## src/c_lex_pkg.sv

```systemverilog
`timescale 1ns / 1ps
// ----------------------------------------------------------------------------
// C-minus lexer package
// Shared constants, scan states, token codes, word types and helper
// functions for the C-minus lexer.
// ----------------------------------------------------------------------------
package c_lex_pkg;

    // Lexeme storage. Lengths travel in a 5-bit field, so at most 31 bytes.
    localparam int LEXEME_CHARS = 31;
    localparam int CNT_W        = 5;
    localparam int LEX_BYTES    = 32;
    localparam int LEX_W        = LEX_BYTES * 8;

    // Token queue between front and back. Depth is a power of two.
    localparam int QUEUE_DEPTH  = 2;
    localparam int QPTR_W       = (QUEUE_DEPTH > 1) ? $clog2(QUEUE_DEPTH) : 1;
    localparam int QCNT_W       = $clog2(QUEUE_DEPTH + 1);

    // Input word opcodes.
    localparam logic OP_CHAR = 1'b0;
    localparam logic OP_EOF  = 1'b1;

    // Token codes.
    localparam logic [4:0] TK_ENDFILE = 5'd0;
    localparam logic [4:0] TK_ERROR   = 5'd1;
    localparam logic [4:0] TK_IF      = 5'd2;
    localparam logic [4:0] TK_ELSE    = 5'd3;
    localparam logic [4:0] TK_INT     = 5'd4;
    localparam logic [4:0] TK_RETURN  = 5'd5;
    localparam logic [4:0] TK_VOID    = 5'd6;
    localparam logic [4:0] TK_WHILE   = 5'd7;
    localparam logic [4:0] TK_ID      = 5'd8;
    localparam logic [4:0] TK_NUM     = 5'd9;
    localparam logic [4:0] TK_PLUS    = 5'd10;
    localparam logic [4:0] TK_MINUS   = 5'd11;
    localparam logic [4:0] TK_TIMES   = 5'd12;
    localparam logic [4:0] TK_DIV     = 5'd13;
    localparam logic [4:0] TK_GT      = 5'd14;
    localparam logic [4:0] TK_GE      = 5'd15;
    localparam logic [4:0] TK_LT      = 5'd16;
    localparam logic [4:0] TK_LE      = 5'd17;
    localparam logic [4:0] TK_EQ      = 5'd18;
    localparam logic [4:0] TK_NE      = 5'd19;
    localparam logic [4:0] TK_ASSIGN  = 5'd20;
    localparam logic [4:0] TK_SEMI    = 5'd21;
    localparam logic [4:0] TK_COMMA   = 5'd22;
    localparam logic [4:0] TK_LPAREN  = 5'd23;
    localparam logic [4:0] TK_RPAREN  = 5'd24;
    localparam logic [4:0] TK_LBRACK  = 5'd25;
    localparam logic [4:0] TK_RBRACK  = 5'd26;
    localparam logic [4:0] TK_LBRACE  = 5'd27;
    localparam logic [4:0] TK_RBRACE  = 5'd28;

    // Keywords, packed with the first character in the lowest byte
    // (so the literals read back to front) and zero padded.
    localparam int KW_COUNT = 6;
    localparam logic [47:0] KW_TEXT [KW_COUNT] = '{
        48'("fi"), 48'("esle"), 48'("tni"), 48'("nruter"), 48'("diov"), 48'("elihw")
    };
    localparam logic [CNT_W-1:0] KW_LEN [KW_COUNT] = '{
        5'd2, 5'd4, 5'd3, 5'd6, 5'd4, 5'd5
    };

    // Scanner states.
    typedef enum logic [3:0] {
        ST_IDLE      = 4'd0,
        ST_DIGITS    = 4'd1,
        ST_LETTERS   = 4'd2,
        ST_GT        = 4'd3,
        ST_LT        = 4'd4,
        ST_BANG      = 4'd5,
        ST_EQ        = 4'd6,
        ST_SLASH     = 4'd7,
        ST_COMM      = 4'd8,
        ST_COMM_STAR = 4'd9
    } scan_state_t;

    // Input word.
    typedef struct packed {
        logic       op;
        logic [7:0] char_code;
    } lex_in_t;

    // Result word.
    typedef struct packed {
        logic [4:0]  token_kind;
        logic [4:0]  lexeme_length;
        logic [63:0] lexeme_word0;
        logic [63:0] lexeme_word1;
        logic [63:0] lexeme_word2;
        logic [63:0] lexeme_word3;
        logic        truncated;
        logic        last;
    } lex_out_t;

    // Token record passed from front to back; keywords are not yet resolved.
    typedef struct packed {
        logic [4:0]       kind;
        logic             is_word;
        logic [CNT_W-1:0] length;
        logic [LEX_W-1:0] lexeme;
        logic             truncated;
        logic             last;
    } tok_rec_t;

    // Front status seen by the top level.
    typedef struct packed {
        logic             pend2;
        logic [CNT_W-1:0] lexeme_count;
    } front_stat_t;

    // Token for a character that stands alone; ERROR for anything unknown.
    function automatic logic [4:0] single_kind(input logic [7:0] ch);
        logic [4:0] k;
        unique case (ch)
            "+":     k = TK_PLUS;
            "-":     k = TK_MINUS;
            "*":     k = TK_TIMES;
            ";":     k = TK_SEMI;
            ",":     k = TK_COMMA;
            "(":     k = TK_LPAREN;
            ")":     k = TK_RPAREN;
            "[":     k = TK_LBRACK;
            "]":     k = TK_RBRACK;
            "{":     k = TK_LBRACE;
            "}":     k = TK_RBRACE;
            default: k = TK_ERROR;
        endcase
        return k;
    endfunction

    // Keyword lookup on the first six lexeme bytes; ID when nothing matches.
    function automatic logic [4:0] kw_kind(input logic [CNT_W-1:0] len,
                                           input logic [47:0] text);
        logic [4:0] k;
        k = TK_ID;
        for (int i = 0; i < KW_COUNT; i++) begin
            if (len == KW_LEN[i] && text == KW_TEXT[i]) begin
                k = TK_IF + 5'(i);
            end
        end
        return k;
    endfunction

endpackage

```

## src/c_minus_lexer.sv

```systemverilog
`timescale 1ns / 1ps
// ----------------------------------------------------------------------------
// C-minus lexer
// Scanner for the C-minus language: one character or end-of-input mark in
// per word, one token record out per word.
// ----------------------------------------------------------------------------
// The lexer takes one input word per clock cycle while s_ready is high. An
// input word that both ends a pending token and is itself a one-character
// token, or an end of input that closes a pending token, yields two tokens and
// holds off input while the second waits, since the front end pushes one token
// per cycle into the queue. A token passes the token queue and the output
// register; the front end, a two-entry token queue and the output register
// let the input and result sides stall independently.
module c_minus_lexer (
    input  logic                aclk,
    input  logic                aresetn,
    input  logic                s_valid,
    output logic                s_ready,
    input  c_lex_pkg::lex_in_t  s_data,
    output logic                m_valid,
    input  logic                m_ready,
    output c_lex_pkg::lex_out_t m_data
);
    import c_lex_pkg::*;

    logic        push_valid, push_ready, pop_valid, pop_ready;
    tok_rec_t    push_data, pop_data;
    front_stat_t fstat;

    // Scanner automaton and lexeme storage.
    c_lex_front u_front (
        .aclk       (aclk),
        .aresetn    (aresetn),
        .s_valid    (s_valid),
        .s_ready    (s_ready),
        .s_data     (s_data),
        .push_valid (push_valid),
        .push_data  (push_data),
        .push_ready (push_ready),
        .stat       (fstat)
    );

    // Token queue.
    c_lex_queue u_queue (
        .aclk       (aclk),
        .aresetn    (aresetn),
        .push_valid (push_valid),
        .push_ready (push_ready),
        .push_data  (push_data),
        .pop_valid  (pop_valid),
        .pop_ready  (pop_ready),
        .pop_data   (pop_data)
    );

    // Keyword resolution and output register.
    c_lex_back u_back (
        .aclk      (aclk),
        .aresetn   (aresetn),
        .pop_valid (pop_valid),
        .pop_ready (pop_ready),
        .pop_data  (pop_data),
        .m_valid   (m_valid),
        .m_ready   (m_ready),
        .m_data    (m_data)
    );

    // Input is held off while a second token waits for the queue.
    assert property (@(posedge aclk) disable iff (!aresetn)
        fstat.pend2 |-> !s_ready)
        else $error("input accepted while a second token is held");

    // The lexeme count never passes the kept length.
    assert property (@(posedge aclk) disable iff (!aresetn)
        fstat.lexeme_count <= CNT_W'(LEXEME_CHARS))
        else $error("lexeme count beyond kept length");

    // ENDFILE carries an empty lexeme and closes its input word.
    assert property (@(posedge aclk) disable iff (!aresetn)
        (m_valid && m_data.token_kind == TK_ENDFILE) |->
            (m_data.lexeme_length == '0 && m_data.lexeme_word0 == '0 && m_data.last))
        else $error("malformed ENDFILE token");

    // The byte past the kept length is always zero.
    assert property (@(posedge aclk) disable iff (!aresetn)
        m_valid |-> (m_data.lexeme_word3[63:56] == 8'h00))
        else $error("lexeme byte beyond kept length is set");

endmodule

```

## src/c_lex_front.sv

```systemverilog
`timescale 1ns / 1ps
// ----------------------------------------------------------------------------
// C-minus lexer front end
// Accepts characters, runs the scanner automaton, keeps the lexeme bytes
// and pushes finished tokens into the token queue.
// ----------------------------------------------------------------------------
module c_lex_front (
    input  logic                   aclk,
    input  logic                   aresetn,
    input  logic                   s_valid,
    output logic                   s_ready,
    input  c_lex_pkg::lex_in_t     s_data,
    output logic                   push_valid,
    output c_lex_pkg::tok_rec_t    push_data,
    input  logic                   push_ready,
    output c_lex_pkg::front_stat_t stat
);
    import c_lex_pkg::*;

    scan_state_t      state_reg, state_next;
    logic [CNT_W-1:0] count_reg;
    logic             ovf_reg;
    logic [7:0]       store_reg [LEXEME_CHARS];

    // Second token of an item, held until the queue takes it.
    logic             pend_valid_reg;
    logic             pend_eof_reg;
    logic [4:0]       pend_kind_reg;
    logic [7:0]       pend_byte_reg;

    logic [7:0]  ch;
    logic        accept;
    logic        is_dig, is_let, ia_blank, ia_emit;
    scan_state_t ia_state;
    logic [4:0]  ia_kind;
    logic        pk_valid, pk_word;
    logic [4:0]  pk_kind, two_kind;
    logic        t1_valid, t1_word, t1_append, t1_eof;
    logic [4:0]  t1_kind;
    logic        t2_valid, t2_eof;
    logic [4:0]  t2_kind;
    logic        lx_clear, lx_keep, lx_start;
    logic        end_tok, from_idle, append_ok;
    tok_rec_t    tok1, tok2;

    assign ch       = s_data.char_code;
    assign s_ready  = !pend_valid_reg && push_ready;
    assign accept   = s_valid && s_ready;

    // Character classes and the start-state move for the current character.
    always_comb begin
        is_dig   = (ch >= "0") && (ch <= "9");
        is_let   = ((ch >= "a") && (ch <= "z")) || ((ch >= "A") && (ch <= "Z"));
        ia_blank = (ch == " ") || (ch == 8'h09) || (ch == 8'h0A);
        ia_kind  = single_kind(ch);
        ia_emit  = 1'b0;
        priority if (ia_blank) begin
            ia_state = ST_IDLE;
        end else if (is_dig) begin
            ia_state = ST_DIGITS;
        end else if (is_let) begin
            ia_state = ST_LETTERS;
        end else if (ch == "<") begin
            ia_state = ST_LT;
        end else if (ch == ">") begin
            ia_state = ST_GT;
        end else if (ch == "=") begin
            ia_state = ST_EQ;
        end else if (ch == "!") begin
            ia_state = ST_BANG;
        end else if (ch == "/") begin
            ia_state = ST_SLASH;
        end else begin
            ia_state = ST_IDLE;
            ia_emit  = 1'b1;
        end
    end

    // Token left pending by the current state when lookahead ends it.
    always_comb begin
        pk_valid = 1'b1;
        pk_word  = 1'b0;
        two_kind = TK_EQ;
        unique case (state_reg)
            ST_DIGITS:  pk_kind = TK_NUM;
            ST_LETTERS: begin
                pk_kind = TK_ID;
                pk_word = 1'b1;
            end
            ST_GT: begin
                pk_kind  = TK_GT;
                two_kind = TK_GE;
            end
            ST_LT: begin
                pk_kind  = TK_LT;
                two_kind = TK_LE;
            end
            ST_BANG: begin
                pk_kind  = TK_ERROR;
                two_kind = TK_NE;
            end
            ST_EQ:      pk_kind = TK_ASSIGN;
            ST_SLASH:   pk_kind = TK_DIV;
            default: begin
                pk_kind  = TK_ENDFILE;
                pk_valid = 1'b0;
            end
        endcase
    end

    // Next scan state.
    always_comb begin
        state_next = state_reg;
        if (accept) begin
            if (s_data.op == OP_EOF) begin
                state_next = ST_IDLE;
            end else begin
                unique case (state_reg)
                    ST_DIGITS:  state_next = is_dig ? ST_DIGITS : ia_state;
                    ST_LETTERS: state_next = is_let ? ST_LETTERS : ia_state;
                    ST_GT, ST_LT, ST_BANG, ST_EQ: begin
                        state_next = (ch == "=") ? ST_IDLE : ia_state;
                    end
                    ST_SLASH:   state_next = (ch == "*") ? ST_COMM : ia_state;
                    ST_COMM:    state_next = (ch == "*") ? ST_COMM_STAR : ST_COMM;
                    ST_COMM_STAR: begin
                        if (ch == "/") begin
                            state_next = ST_IDLE;
                        end else if (ch == "*") begin
                            state_next = ST_COMM_STAR;
                        end else begin
                            state_next = ST_COMM;
                        end
                    end
                    default:    state_next = ia_state;
                endcase
            end
        end
    end

    // Token and lexeme actions of the automaton.
    always_comb begin
        t1_valid  = 1'b0;
        t1_word   = 1'b0;
        t1_append = 1'b0;
        t1_eof    = 1'b0;
        t1_kind   = TK_ENDFILE;
        t2_valid  = 1'b0;
        t2_eof    = 1'b0;
        t2_kind   = TK_ENDFILE;
        lx_clear  = 1'b0;
        lx_keep   = 1'b0;
        lx_start  = 1'b0;
        end_tok   = 1'b0;
        from_idle = 1'b0;
        if (s_data.op == OP_EOF) begin
            // Finish a pending token, then ENDFILE with an empty lexeme.
            t1_valid = 1'b1;
            lx_clear = 1'b1;
            if (pk_valid) begin
                t1_kind  = pk_kind;
                t1_word  = pk_word;
                t2_valid = 1'b1;
                t2_eof   = 1'b1;
            end else begin
                t1_eof = 1'b1;
            end
        end else begin
            unique case (state_reg)
                ST_DIGITS: begin
                    lx_keep = is_dig;
                    end_tok = !is_dig;
                end
                ST_LETTERS: begin
                    lx_keep = is_let;
                    end_tok = !is_let;
                end
                ST_GT, ST_LT, ST_BANG, ST_EQ: begin
                    if (ch == "=") begin
                        t1_valid  = 1'b1;
                        t1_kind   = two_kind;
                        t1_append = 1'b1;
                        lx_clear  = 1'b1;
                    end else begin
                        end_tok = 1'b1;
                    end
                end
                ST_SLASH:     end_tok = (ch != "*");
                ST_COMM:      lx_clear = 1'b0;
                ST_COMM_STAR: lx_clear = (ch == "/");
                default:      from_idle = 1'b1;
            endcase

            // Lookahead ended a token; the character starts over from idle.
            if (end_tok) begin
                t1_valid = 1'b1;
                t1_kind  = pk_kind;
                t1_word  = pk_word;
                lx_clear = 1'b1;
                if (ia_emit) begin
                    t2_valid = 1'b1;
                    t2_kind  = ia_kind;
                end else if (!ia_blank) begin
                    lx_start = 1'b1;
                end
            end

            if (from_idle) begin
                if (ia_emit) begin
                    t1_valid  = 1'b1;
                    t1_kind   = ia_kind;
                    t1_append = 1'b1;
                    lx_clear  = 1'b1;
                end else if (!ia_blank) begin
                    lx_start = 1'b1;
                end
            end
        end
    end

    // Assemble the first token from the stored lexeme and the character.
    always_comb begin
        append_ok      = t1_append && (count_reg < CNT_W'(LEXEME_CHARS));
        tok1           = '0;
        tok1.kind      = t1_kind;
        tok1.is_word   = t1_word;
        tok1.last      = !t2_valid;
        if (!t1_eof) begin
            tok1.length    = count_reg + CNT_W'(append_ok);
            tok1.truncated = ovf_reg || (t1_append && !append_ok);
            for (int i = 0; i < LEXEME_CHARS; i++) begin
                if (CNT_W'(i) < count_reg) begin
                    tok1.lexeme[i*8 +: 8] = store_reg[i];
                end else if (append_ok && CNT_W'(i) == count_reg) begin
                    tok1.lexeme[i*8 +: 8] = ch;
                end
            end
        end
    end

    // Held second token: a lone symbol or ENDFILE.
    always_comb begin
        tok2           = '0;
        tok2.kind      = pend_kind_reg;
        tok2.last      = 1'b1;
        if (!pend_eof_reg) begin
            tok2.length       = CNT_W'(1);
            tok2.lexeme[7:0]  = pend_byte_reg;
        end
    end

    // Queue push: the held token goes first and blocks new input.
    always_comb begin
        if (pend_valid_reg) begin
            push_valid = 1'b1;
            push_data  = tok2;
        end else begin
            push_valid = accept && t1_valid;
            push_data  = tok1;
        end
    end

    assign stat.pend2        = pend_valid_reg;
    assign stat.lexeme_count = count_reg;

    // Control state.
    always_ff @(posedge aclk) begin
        if (!aresetn) begin
            state_reg      <= ST_IDLE;
            count_reg      <= '0;
            ovf_reg        <= 1'b0;
            pend_valid_reg <= 1'b0;
        end else begin
            state_reg <= state_next;
            if (pend_valid_reg && push_ready) begin
                pend_valid_reg <= 1'b0;
            end else if (accept && t2_valid) begin
                pend_valid_reg <= 1'b1;
            end
            if (accept) begin
                if (lx_start) begin
                    count_reg <= CNT_W'(1);
                    ovf_reg   <= 1'b0;
                end else if (lx_clear) begin
                    count_reg <= '0;
                    ovf_reg   <= 1'b0;
                end else if (lx_keep) begin
                    if (count_reg < CNT_W'(LEXEME_CHARS)) begin
                        count_reg <= count_reg + CNT_W'(1);
                    end else begin
                        ovf_reg <= 1'b1;
                    end
                end
            end
        end
    end

    // Lexeme bytes and the held token payload.
    always_ff @(posedge aclk) begin
        if (accept) begin
            if (lx_start) begin
                store_reg[0] <= ch;
            end else if (lx_keep && (count_reg < CNT_W'(LEXEME_CHARS))) begin
                store_reg[count_reg] <= ch;
            end
            if (t2_valid) begin
                pend_eof_reg  <= t2_eof;
                pend_kind_reg <= t2_kind;
                pend_byte_reg <= ch;
            end
        end
    end

endmodule

```

## src/c_lex_queue.sv

```systemverilog
`timescale 1ns / 1ps
// ----------------------------------------------------------------------------
// C-minus lexer token queue
// Short first-in first-out queue of token records between the front end
// and the back end.
// ----------------------------------------------------------------------------
module c_lex_queue (
    input  logic                aclk,
    input  logic                aresetn,
    input  logic                push_valid,
    output logic                push_ready,
    input  c_lex_pkg::tok_rec_t push_data,
    output logic                pop_valid,
    input  logic                pop_ready,
    output c_lex_pkg::tok_rec_t pop_data
);
    import c_lex_pkg::*;

    tok_rec_t          entry_reg [QUEUE_DEPTH];
    logic [QPTR_W-1:0] wr_ptr_reg, rd_ptr_reg;
    logic [QCNT_W-1:0] count_reg;
    logic              do_push, do_pop;

    assign push_ready = (count_reg != QCNT_W'(QUEUE_DEPTH));
    assign pop_valid  = (count_reg != '0);
    assign pop_data   = entry_reg[rd_ptr_reg];
    assign do_push    = push_valid && push_ready;
    assign do_pop     = pop_valid && pop_ready;

    // Pointers and fill count.
    always_ff @(posedge aclk) begin
        if (!aresetn) begin
            wr_ptr_reg <= '0;
            rd_ptr_reg <= '0;
            count_reg  <= '0;
        end else begin
            if (do_push) begin
                wr_ptr_reg <= wr_ptr_reg + QPTR_W'(1);
            end
            if (do_pop) begin
                rd_ptr_reg <= rd_ptr_reg + QPTR_W'(1);
            end
            if (do_push && !do_pop) begin
                count_reg <= count_reg + QCNT_W'(1);
            end else if (do_pop && !do_push) begin
                count_reg <= count_reg - QCNT_W'(1);
            end
        end
    end

    // Entry storage.
    always_ff @(posedge aclk) begin
        if (do_push) begin
            entry_reg[wr_ptr_reg] <= push_data;
        end
    end

endmodule

```

## src/c_lex_back.sv

```systemverilog
`timescale 1ns / 1ps
// ----------------------------------------------------------------------------
// C-minus lexer back end
// Resolves keywords on identifier tokens and holds the result word in the
// output register.
// ----------------------------------------------------------------------------
module c_lex_back (
    input  logic                 aclk,
    input  logic                 aresetn,
    input  logic                 pop_valid,
    output logic                 pop_ready,
    input  c_lex_pkg::tok_rec_t  pop_data,
    output logic                 m_valid,
    input  logic                 m_ready,
    output c_lex_pkg::lex_out_t  m_data
);
    import c_lex_pkg::*;

    logic     m_valid_reg;
    lex_out_t m_data_reg, m_data_next;

    assign pop_ready = !m_valid_reg || m_ready;
    assign m_valid   = m_valid_reg;
    assign m_data    = m_data_reg;

    // Keyword check: a truncated identifier is never a keyword.
    always_comb begin
        m_data_next.token_kind = (pop_data.is_word && !pop_data.truncated)
                               ? kw_kind(pop_data.length, pop_data.lexeme[47:0])
                               : pop_data.kind;
        m_data_next.lexeme_length = pop_data.length;
        m_data_next.lexeme_word0  = pop_data.lexeme[63:0];
        m_data_next.lexeme_word1  = pop_data.lexeme[127:64];
        m_data_next.lexeme_word2  = pop_data.lexeme[191:128];
        m_data_next.lexeme_word3  = pop_data.lexeme[255:192];
        m_data_next.truncated     = pop_data.truncated;
        m_data_next.last          = pop_data.last;
    end

    // Output valid.
    always_ff @(posedge aclk) begin
        if (!aresetn) begin
            m_valid_reg <= 1'b0;
        end else if (pop_ready) begin
            m_valid_reg <= pop_valid;
        end
    end

    // Output word.
    always_ff @(posedge aclk) begin
        if (pop_ready && pop_valid) begin
            m_data_reg <= m_data_next;
        end
    end

endmodule

```

## config.mk

```make
export PLATFORM = sky130hd
export DESIGN_NAME = c_minus_lexer
export DESIGN_NICKNAME = d
export VERILOG_FILES = /design/src/c_lex_pkg.sv /design/src/c_minus_lexer.sv /design/src/c_lex_front.sv /design/src/c_lex_queue.sv /design/src/c_lex_back.sv
export SDC_FILE = /design/constraint.sdc
export NUM_CORES = 1
export LEC_CHECK = 0
export BUFFER_PORTS_ARGS = -buffer_cell sky130_fd_sc_hd__buf_2
export CORE_MARGIN = 1.5
export CORE_UTILIZATION = 65
export CTS_CLUSTER_DIAMETER = 150
export DETAILED_ROUTE_END_ITERATION = 12
export PLACE_DENSITY = 0.88
export REMOVE_ABC_BUFFERS = 1
export SYNTH_ARGS = -nofsm -noshare
export SYNTH_HDL_FRONTEND = slang
export SYNTH_SLANG_ARGS = --single-unit
```

## constraint.sdc

```tcl
create_clock -name aclk -period 47.4 [get_ports aclk]
set_input_delay 4.74 -clock aclk [delete_from_list [all_inputs] [get_ports aclk]]
set_output_delay 4.74 -clock aclk [all_outputs]
set_load 0.1 [all_outputs]
```

* Word level (Yosys, flattened, before mapping)
Memories as Yosys holds them, arrays and structs flattened. A register that Yosys moved wholly into a read port is not among the register bits. Cells that the tools add are included.
Storage, ports and cells: flip-flop bits (word level) 298, bits in latches 0, RAM bits 786, memory bits (read-only) 0, input bits 13, output and inout port bits 270, word-level logic and storage cells 393, memories kept 2
Cells by class: add/sub/neg operators 6, $mul 0, divide/modulo/power cells 0, magnitude comparators 38, eq/ne operators 72, shift-type cells 0, mux-type cells 172, bitwise gates (word level) 3, reduce and logical (&&, ||, !) cells 81
Memory list:
- u_queue.entry_reg | depth 2, bits a word 269, rd ports 1, clocked after Yosys merged registers in 1, wr ports 1, RTL line c_lex_queue.sv:19 | tok_rec_t entry_reg [QUEUE_DEPTH];
- u_front.store_reg | depth 31, bits a word 8, rd ports 31, clocked after Yosys merged registers in 0, wr ports 1, RTL line c_lex_front.sv:23 | logic [7:0] store_reg [LEXEME_CHARS];
Operators with widths (number):
- $mux W8 | 64
- $mux W269 | 1
- $mux W249 | 1
- $eq A8 B6 Y1 const B | 13
- $eq A48 B31 Y1 const B | 2
- $mux W4 | 19
- $eq A5 B5 Y1 const A | 15
- $lt A5 B5 Y1 const A | 15
- $mux W5 | 14
- $mux W1 | 63
- $pmux W5 S11 | 1
- $logic_and A1 B1 Y1 | 53
- $eq A48 B15 Y1 const B | 1
- $eq A48 B23 Y1 const B | 1
- $eq A48 B39 Y1 const B | 1
- $eq A48 B47 Y1 const B | 1
- $eq A4 B5 Y1 const A | 8
- $lt A4 B5 Y1 const A | 8
- $pmux W5 S7 | 1
- $eq A8 B7 Y1 const B | 4
- $pmux W4 S6 | 1
- $eq A3 B5 Y1 const A | 4
- $lt A3 B5 Y1 const A | 4
- $eq A4 B3 Y1 const B | 4
- 42 further kinds | 73

* Logic depth before layout (Yosys ltp)
depth in word-level cells 20, mapped depth 13, mapped depth without buffers 11

* Modules after synthesis
From an unflattened synthesis, not the netlist that was laid out.
Second synthesis, totals: cells, all modules 2375, area total of the unflattened synthesis 42154.2 um^2
Modules (own cells, without submodules):
- c_lex_queue | instances 1, cells each 861, area an instance 20484.6 um^2
- c_lex_front | instances 1, cells each 1154, area an instance 12972.4 um^2
- c_lex_back | instances 1, cells each 360, area an instance 8697.1 um^2

* Worst setup path after synthesis
No wires, ideal clock.
path type input to register, from in s_data[5] (netlist bit), to mem u_queue.entry_reg[0][0] (netlist bit), enable pin, arrival time 17.540 ns, required time 46.481 ns, setup slack 28.941 ns, cell stages on the path 8, buffers on the path 3, path through buf_6 nor3b_2 buf_2 a21boi_2 or3_1 buf_6 a41oi_2 nor2b_1
On the way: word-level cells in the longest chain between the ends 17, elaborated cells between the ends (all ways) 45
RTL lines:
- start, declared | RTL line c_minus_lexer.sv:19 | input c_lex_pkg::lex_in_t s_data,
- branches (longest 10 deep; another with $ge A8 B7 Y1)
- $mux W1 (*) | RTL line c_lex_front.sv:208 | if (from_idle) begin
- $mux W1 (*) | RTL line c_lex_front.sv:156 | if (s_data.op == OP_EOF) begin
- $logic_and A1 B1 Y1 (*) | RTL line c_lex_front.sv:258 | push_valid = accept && t1_valid;
- $mux W1 (*) | RTL line c_lex_front.sv:254 | if (pend_valid_reg) begin
- $logic_and A1 B1 Y1 (*) | RTL line c_lex_queue.sv:27 | assign do_push = push_valid && push_ready;
- via u_queue.do_push | RTL line c_lex_queue.sv:22 | logic do_push, do_pop;
- $mux W1 (*) | RTL line c_lex_queue.sv:53 | if (do_push) begin
- $mux W1 (not written as such) (*) | RTL line c_lex_queue.sv:54 | entry_reg[wr_ptr_reg] <= push_data;
- end, declared | RTL line c_lex_queue.sv:19
Mark *: on every way through the listed nets, which the timed path passes. The select of a mux whose other input is x is not followed.

* Worst setup path after layout
from in s_data[0] (netlist bit), to mem u_queue.entry_reg[0][95] (netlist bit), enable pin
The elaborated chain is that of the path after synthesis.

==> results.py <==
metrics = {
    "timing": {
        "final_max_slew_viol_count": 0,
        "min_period_over_period": 0.221,
        "whs_ns": 0.533,
        "period_minus_slack_ns": 10.46,
        "finalSetupTns_ns": 0,
        "skew_ns": 0.0465,
        "rsz0062_at_grt": "false",
        "max_slew.worst_pin.slew_ns": 1.47,
        "worst_slack_ns": 36.94,
        "hold_viol_final": 0,
        "fmax_ghz": 0.0956,
        "relSlewSlack": 0.0158,
        "setup_viol": 0,
    },
    "die": {
        "start_util": 0.661,
        "die_h_um": 254,
        "dieArea_sq_mm": 0.0645,
        "fp.coreArea_sq_mm": 0.0619,
        "placementRows": 91,
        "io_pins": 283,
        "die_w_um": 254,
    },
    "routing": {
        "ant_nets": 0,
        "wirelength_mm": 99.0,
        "wl_per_cell_um": 28.1,
        "routed_via_density": 6.69,
        "initialDrtViolationCount": 3399,
        "num_vias": 23600,
        "firstDrtPassIters": 8,
        "post-route-drc-count": 0,
    },
    "clocking": {
        "cts_hold_buffers": 0,
        "cts_tree": "done",
        "cts_buffers": 98,
        "ctsResizeCount": 0,
        "h-tree-depth": 3,
        "clkLatencyLatePin_ns": 0.70,
        "clockBufferDepth": 3,
        "clk_pin_slew_ns": 0.06,
        "cts_root_buf": "clkbuf_16",
        "postCtsSetupRepairBufs": 0,
        "cts_sinks": 1061,
    },
    "finish": {
        "fillCellCount": 3369,
        "drive_gt1_frac": 0.273,
        "fin_util": 0.747,
        "fin_nets": 2629,
        "largest_reg_flops": 522,
        "multi_input_comb_area_sq_mm": 0.00854,
        "n_antenna_cell": 0,
        "seq_area_sq_mm": 0.0317,
        "syn_to_final_growth_pct": 13.0,
        "fin_area_sq_mm": 0.0463,
    },
    "placed_design": {
        "dp_hpwl_mm": 59.7,
        "port-buffer-count": 274,
        "dp_slack_ns": 36.43,
        "gp_congestion": 0.918,
        "placed_area_sq_mm": 0.0430,
    },
    "synthesis": {
        "syn_avg_cell_area_sq_um": 17.7,
        "ys_top_cells_by_area": "edfxtp_1, mux2_2, a22o_1",
        "async_flop_share": 0,
        "syn_inst": 2315,
        "netlist_area_sq_mm": 0.0409,
        "ys_seq_area_frac": 0.774,
        "yosys_warnings": 0,
        "synth_seq_cells": 1061,
        "synth_top_area_frac": 0.766,
        "synth_edf_count": 1044,
        "synth_largest_area_cell": "edfxtp_1",
        "ys.flop_type": "edfxtp_1",
        "synth.distinct_cells": 91,
    },
    "status": {
        "status": "complete, but fails checks",
        "violations": "capacitance limit",
    },
    "setup_path": {
        "critPathLaunchType": "input pin",
        "end_kind": "flip-flop",
        "critPathMaxFanout": 87,
        "regToRegSetupSlack_ns": 41.51,
        "critPathKind": "in -> reg",
        "required_ns": 47.68,
        "arrival_ns": 10.74,
    },
    "global_routing": {
        "grt_max_degree": 88,
        "grt_usage": 0.304,
        "grt_pass1_vias": 23100,
        "antenna_found_initial": 2,
        "grt_pass1_wl_mm": 143,
        "overflow": 0,
    },
    "power_and_ir_drop": {
        "power.internal_mw": 1.89,
        "p_per_area_mw_per_mm2": 71.9,
        "ir_worst_vdd_mv": 0.0815,
        "seqPwrFrac": 0.399,
        "net-switching-power_mw": 1.44,
        "swShare": 0.432,
        "leakage_nw": 15.6,
        "p_clk_frac": 0.242,
        "combPwrFrac": 0.359,
    },
    "min_path": {
        "hold_path_class": "reg -> reg",
    },
    "flow_run": {
        "cap_violations": 1,
    },
}
synthesized netlist by cell type, types with 4 or more instances:
library cell / instances
nand2b_1: 10
xnor2_1: 7
nor4_1: 12
buf_4: 17
nor2_4: 7
a32o_1: 32
mux2i_1: 16
nor2b_1: 10
a22oi_1: 27
o21a_1: 4
and2_1: 7
nor4b_1: 8
nand3_1: 51
mux2_2: 241
nand4b_1: 8
a22o_1: 160
buf_2: 38
a32oi_1: 4
edfxtp_1: 1044
nor2_1: 129
o21ai_1: 29
dfxtp_1: 17
a31oi_1: 6
clkbuf_1: 32
and3_1: 8
ha_1: 6
nor3_1: 35
nand2_1: 96
o211ai_1: 5
or4_1: 5
xor2_1: 4
nand4_1: 8
buf_1: 15
a21o_1: 5
or3_1: 8
inv_1: 26
buf_6: 14
a21oi_1: 54
o21ai_0: 24
routing by layer:
| layer | GRT usage | vias to the layer above | wire length [um] |
|---|---|---|---|
| met5 | 0 | - | 27 |
| met4 | 0.132 | 4 | 4020 |
| met3 | 0.0615 | 299 | 11100 |
| met2 | 0.493 | 1803 | 48400 |
| met1 | 0.405 | 11700 | 35500 |
| li1 | - | 9797 | - |
worst paths after layout:
path / from / cells past startpoint / to
setup / recovery: s_data[0] / 10 / u_queue.entry_reg[0][95]
hold / removal: u_queue.entry_reg[1][237] / 1 / u_back.m_data[45]
setup reg to reg: u_front.state_reg[2] / 8 / u_queue.entry_reg[0][95]
hold reg to reg: u_queue.entry_reg[1][237] / 1 / u_back.m_data[45]
area by class of cell:
class,instances,area share
sequential,1061,0.685
multi-input combinational,1117,0.184
clock buffer,119,0.0554
timing repair buffer,305,0.0347
tap,837,0.0226
clock inverter,59,0.0157
inverter,27,0.00219
placed cells by master (no fill, tap or decap), types with 7 or more instances in the layout:
cell	count
a32o_1	32
clkbuf_16	98
a22oi_1	27
nor2_1	128
a21oi_1	54
conb_1	8
mux2i_1	16
nand3_1	51
nor4b_1	8
and3_1	8
xnor2_1	7
buf_4	31
mux2_2	241
nor4_1	11
clkinv_2	12
o21ai_0	24
nand4_1	8
or3_1	8
nor2_4	8
inv_1	26
o21ai_1	28
nor2b_1	9
buf_2	274
bufinv_16	12
nand2_1	96
dfxtp_1	16
edfxtp_1	1044
nor3_1	35
clkinv_1	20
nand4b_1	8
nand2b_1	10
clkbuf_1	18
a22o_1	160
worst max-delay path, cell delays in order:
cell and delay [ns]:
buf_2 0.62, buf_4 0.53, a21oi_1 0.12, o2bb2ai_1 0.26, nor2_1 0.15, or3_1 0.63, a41oi_2 0.40, nor2b_4 1.04
buf_4 0.99, buf_4 1.02
cell families after synthesis:
group / Yosys count / share of synthesized area
other: 1 / 0.0000916
flip-flops: 1061 / 0.774
AO/OA/AOI/OAI: 396 / 0.0761
buffers and inverters: 144 / 0.0188
multiplexers: 259 / 0.0709
adder cells (fa/ha/maj): 6 / 0.00183
AND/OR/NAND/NOR: 437 / 0.0558
XOR/XNOR: 11 / 0.00235
power groups by stage:
stage	combinational (mW)	clock, mW	sequential (mW)
finish	1.20	0.804	1.33
global route	1.22	0.841	1.34
CTS	1.20	0.807	1.33
detailed placement	1.19	0	1.34
global placement	1.18	0	1.33
floorplan	0.215	0	2.21
per-stage QoR:
stage                     instances  power, mW
final                          3525       3.33
after global routing           3525       3.41
after CTS                      3525       3.33
after detailed placement       3347       2.54
after global placement         3347       2.52
after floorplan                2205       2.43
Note: power is estimated with default switching activity, not from simulation.
